[src/design/tmcw_pkg.sv]
`timescale 1ns / 1ps
`default_nettype none
package tmcw_pkg;

  // Default screen geometry
  localparam int DEF_COLUMNS = 80;
  localparam int DEF_ROWS    = 25;

  // Character codes
  localparam logic [7:0] CH_TAB     = 8'd9;
  localparam logic [7:0] CH_NEWLINE = 8'd10;
  localparam logic [7:0] CH_SPACE   = 8'd32;
  localparam logic [2:0] TAB_SPACES = 3'd4;

  // Register map (index = byte address / 4)
  localparam logic       REG_TEXT_COLOR   = 1'b0;
  localparam logic [7:0] TEXT_COLOR_RESET = 8'h07;

  // Request kinds carried in tuser
  localparam logic FUNC_PUT  = 1'b0;
  localparam logic FUNC_READ = 1'b1;

  typedef enum logic [2:0] {
    S_IDLE,
    S_RADDR,
    S_RDATA,
    S_PUT,
    S_DONE
  } state_t;

  // Row map control from the sequencer
  typedef struct packed {
    logic       scroll;
    logic       mark;
    logic [7:0] color;
  } rowmap_ctl_t;

endpackage
`default_nettype wire

[src/design/tmcw_rowmap.sv]
`timescale 1ns / 1ps
`default_nettype none
module tmcw_rowmap #(
  parameter int COLUMNS = tmcw_pkg::DEF_COLUMNS,
  parameter int ROWS    = tmcw_pkg::DEF_ROWS
) (
  input  wire                          clk,
  input  wire                          rst,
  input  tmcw_pkg::rowmap_ctl_t        ctl,
  input  wire  [$clog2(ROWS)-1:0]      cur_row,
  input  wire  [$clog2(COLUMNS)-1:0]   cur_col,
  input  wire  [$clog2(ROWS)-1:0]      qry_row,
  input  wire  [$clog2(COLUMNS)-1:0]   qry_col,
  output logic [$clog2(ROWS)-1:0]      cur_phys,
  output logic [$clog2(ROWS)-1:0]      qry_phys,
  output logic                         qry_hit,
  output logic [7:0]                   qry_color
);
  import tmcw_pkg::*;

  localparam int RowW  = $clog2(ROWS);
  localparam int SumW  = RowW + 1;
  localparam int FillW = $clog2(COLUMNS + 1);

  // Physical row at the top of the screen; a scroll just advances it
  logic [RowW-1:0]  top;
  // Per physical row: cells below fill come from memory, the rest are blank
  logic [FillW-1:0] fill  [ROWS];
  logic [7:0]       color [ROWS];

  logic [SumW-1:0] cur_sum;
  logic [SumW-1:0] qry_sum;

  // Map logical rows to physical rows modulo ROWS
  always_comb begin
    cur_sum  = SumW'(top) + SumW'(cur_row);
    qry_sum  = SumW'(top) + SumW'(qry_row);
    cur_phys = (cur_sum >= SumW'(ROWS)) ? RowW'(cur_sum - SumW'(ROWS)) : RowW'(cur_sum);
    qry_phys = (qry_sum >= SumW'(ROWS)) ? RowW'(qry_sum - SumW'(ROWS)) : RowW'(qry_sum);
    qry_hit   = FillW'(qry_col) < fill[qry_phys];
    qry_color = color[qry_phys];
  end

  // Track fill marks and blank color per row; recycle the top row on scroll
  always_ff @(posedge clk) begin
    if (rst) begin
      top <= '0;
      for (int r = 0; r < ROWS; r++) begin
        fill[r]  <= '0;
        color[r] <= TEXT_COLOR_RESET;
      end
    end else begin
      if (ctl.mark) begin
        fill[cur_phys] <= FillW'(cur_col) + FillW'(1);
      end
      if (ctl.scroll) begin
        fill[top]  <= '0;
        color[top] <= ctl.color;
        top        <= (top == RowW'(ROWS - 1)) ? '0 : top + RowW'(1);
      end
    end
  end

endmodule
`default_nettype wire

[config.mk]
export PLATFORM = sky130hd
export DESIGN_NAME = tmcw_rowmap
export DESIGN_NICKNAME = d
export VERILOG_FILES = /design/src/design/tmcw_pkg.sv /design/src/design/tmcw_rowmap.sv
export SDC_FILE = /design/constraint.sdc
export NUM_CORES = 1
export LEC_CHECK = 0
export BUFFER_PORTS_ARGS = -buffer_cell sky130_fd_sc_hd__buf_2
export CORE_MARGIN = 5
export CORE_UTILIZATION = 60
export DETAILED_ROUTE_END_ITERATION = 6
export GPL_TIMING_DRIVEN = 0
export HOLD_SLACK_MARGIN = 0.12
export PLACE_DENSITY = 0.78
export SYNTH_ARGS = -nofsm -noshare
export SYNTH_HDL_FRONTEND = slang
export SYNTH_SLANG_ARGS = --single-unit
[constraint.sdc]
create_clock -name clk -period 6.1 [get_ports clk]
set_clock_uncertainty 0.15 [all_clocks]
set_input_delay 0 -clock clk [delete_from_list [all_inputs] [get_ports clk]]
set_output_delay 0 -clock clk [all_outputs]
set_load 0.005 [all_outputs]
==> results.ini <==
[critical_path]
required_ps=5950
worstPathArrival_ps=5890
rr_startpoint=top[0]$_SDFFE_PP0P_
crit_top_cell=a21o_1
critPathKind=flop to primary output
r2r_slack_ps=1310
startpoint=top[0]$_SDFFE_PP0P_
critPathLaunchType=flop
cp_top_family=compound AO/OA/AOI/OAI gates
crit_path_end_kind=primary output
cp_slowest_cell=a32oi_1
critPathBufInv=5
cp_cell_sequence=ha_2 > inv_1 > fa_2 > nand2b_1 > a21oi_1 > xor2_2 > buf_4 > a211o_1 > o211a_1 > inv_1 > nor2_2 > clkbuf_2 > a32oi_1 > nand3_1 > ha_1 > a21o_1 > a21o_1 > a21o_1 > a2111oi_2 > o21ai_1 > o22ai_2 > buf_2
slowest_delay_ps=420
crit_path_max_fanout=10

[floorplan]
core_sq_um=38700
die_x_microns=208
fp.dieH_microns=208
start_util=0.608
fp-row-count=72
dieArea_sq_um=43300
ios=55

[logic_synthesis]
syn-cell-area_sq_um=23500
ys_seq_area_frac=0.521
synth_fp_nets=2081
synth_edf_count=256
synthArstFlopShare=0
yosys_warnings=0
synthCells=2018
synth_area_per_cell_sq_um=11.7
ys_seq_elements=485
ys.flop_type=edfxtp_1
ys_types=62

[sta]
max_freq_ghz=0.165
min_period_ps=6040
fin_hold_ws_ps=196
worst_slew_pin_slew_ps=1260
relSlewSlack=0.157
report.final.slew_viol_count=0
hold_viol_final=0
setup_viol=0
fin_crit_sh=0.991

[job]
drv_cap=0

[global_route]
grt.overflow.total=0
grt_usage=0.323
grt_pass1_wl_microns=106000
grt_start_max_net_pins=20
grt_pass1_vias=17600
antenna_found_initial=1

[drt]
drt-initial-drc-count=2400
vias=17700
ant_nets=0
drcViolationCount=0
wl_microns=71900
wl_per_cell_microns=26.5
vias_per_cell=6.54
drt_pass1_iterations=7

[final_layout]
antennaDiodeCount=0
utilization=0.690
drive_gt1_frac=0.195
nets=2215
area_growth_pct=13.5
final_common_cell=edfxtp_1
fill_cells=2760
mostFrequentLayoutCells=edfxtp_1 (256), dfxtp_1 (227), a21oi_1 (165)

[clock_tree]
htree_levels=2
clockBufferDepth=3
cts-root-buf=clkbuf_16
cts_tree=built
cts_sinks=485
numCtsBuffers=50
clock_latency_ps=610
clk_pin_slew_worst_paths_ps=60

[worst_hold_path]
min-delay-start=ctl[6]
hold_class=primary input to flop

[power]
leakage_uw=0.00943
power_density_nw_per_um2=333
ir_drop_uv=247

[placed_design]
dp_hpwl_microns=50900
gp_routability_congestion=1.03
portBuffers=53

[run_status]
status=finished clean

## final timing paths
kind | to | cells past startpoint
min reg2reg | fill[25][1]$_SDFFE_PP0P_ | 2
max reg2reg | fill[24][0]$_SDFFE_PP0P_ | 16
min | color[31][6]$_DFFE_PP_ | 2
max | qry_hit | 22
## state kept, by name, indices dropped and copies added (netlist names)
signal,count
color,256
fill,224
top,5
## cell type report
class                           instances  area (sq um)  area share
Buffer                                178           865      0.0324
Clock buffer                           71          1470      0.0552
Clock inverter                         23           216     0.00810
Inverter                               18          67.6     0.00253
Multi-Input combinational cell       1335         10600       0.397
Sequential cell                       485         12300       0.460
Tap cell                              518           648      0.0243
Timing Repair Buffer                   84           561      0.0210
## Yosys cell counts, types with 38 or more instances
library cell | instances | area share
nand2_1 | 127 | 0.020
nor2b_1 | 39 | 0.010
and2_1 | 125 | 0.033
or3_1 | 89 | 0.024
mux2i_1 | 91 | 0.039
nand2b_1 | 49 | 0.013
clkbuf_1 | 134 | 0.021
a21oi_1 | 165 | 0.035
dfxtp_1 | 229 | 0.19
nand3b_1 | 94 | 0.030
nor2_1 | 140 | 0.022
nand3_1 | 38 | 0.0081
edfxtp_1 | 256 | 0.33
mux4_2 | 118 | 0.11
## logic make-up after synthesis
kind of cell    share of synthesized area
mux                                 0.156
fa+ha+maj                          0.0150
simple gates                        0.206
xor+xnor                           0.0106
flops                               0.521
buf+inv                            0.0352
compound gates                     0.0562
## metrics by stage
| stage | cell area (sq um) | setup TNS, ps | worst slack [ps] | power, uW | std cells |
|---|---|---|---|---|---|
| CTS | 26600 | 0 | 52.1 | 8810 | 2709 |
| global route | 26700 | -190 | -190 | 9140 | 2712 |
| detailed placement | 24500 | -575 | -575 | 5640 | 2589 |
| finish | 26700 | 0 | 57.1 | 8890 | 2712 |
| floorplan | 23500 | 0 | 1190 | 5020 | 2018 |
| global placement | 24500 | -337 | -337 | 5580 | 2589 |
## per-layer routing
metal	part of all wire	vias up	global-route usage
met5	0.00018	-	0
met4	0.064	2	0.173
met3	0.10	300	0.0631
met2	0.47	1177	0.517
met1	0.36	8625	0.420
li1	-	7625	-
## timing repair
item / CTS / global route
pin swaps: 6 / 8
endpoints found under the hold margin: 244 / 0
setup endpoints to repair: 1 / 1
hold buffers: 25 / 0
setup buffers: 3 / 3
gates resized for setup: 60 / 25
## report_power, final
group          leakage, uW  total [uW]  internal, uW  switching [uW]
sequential         0.00417        3760          3650             113
combinational      0.00442        1980           812            1170
clock             0.000841        3150          1820            1340
Note: power is estimated with default switching activity, not from simulation.
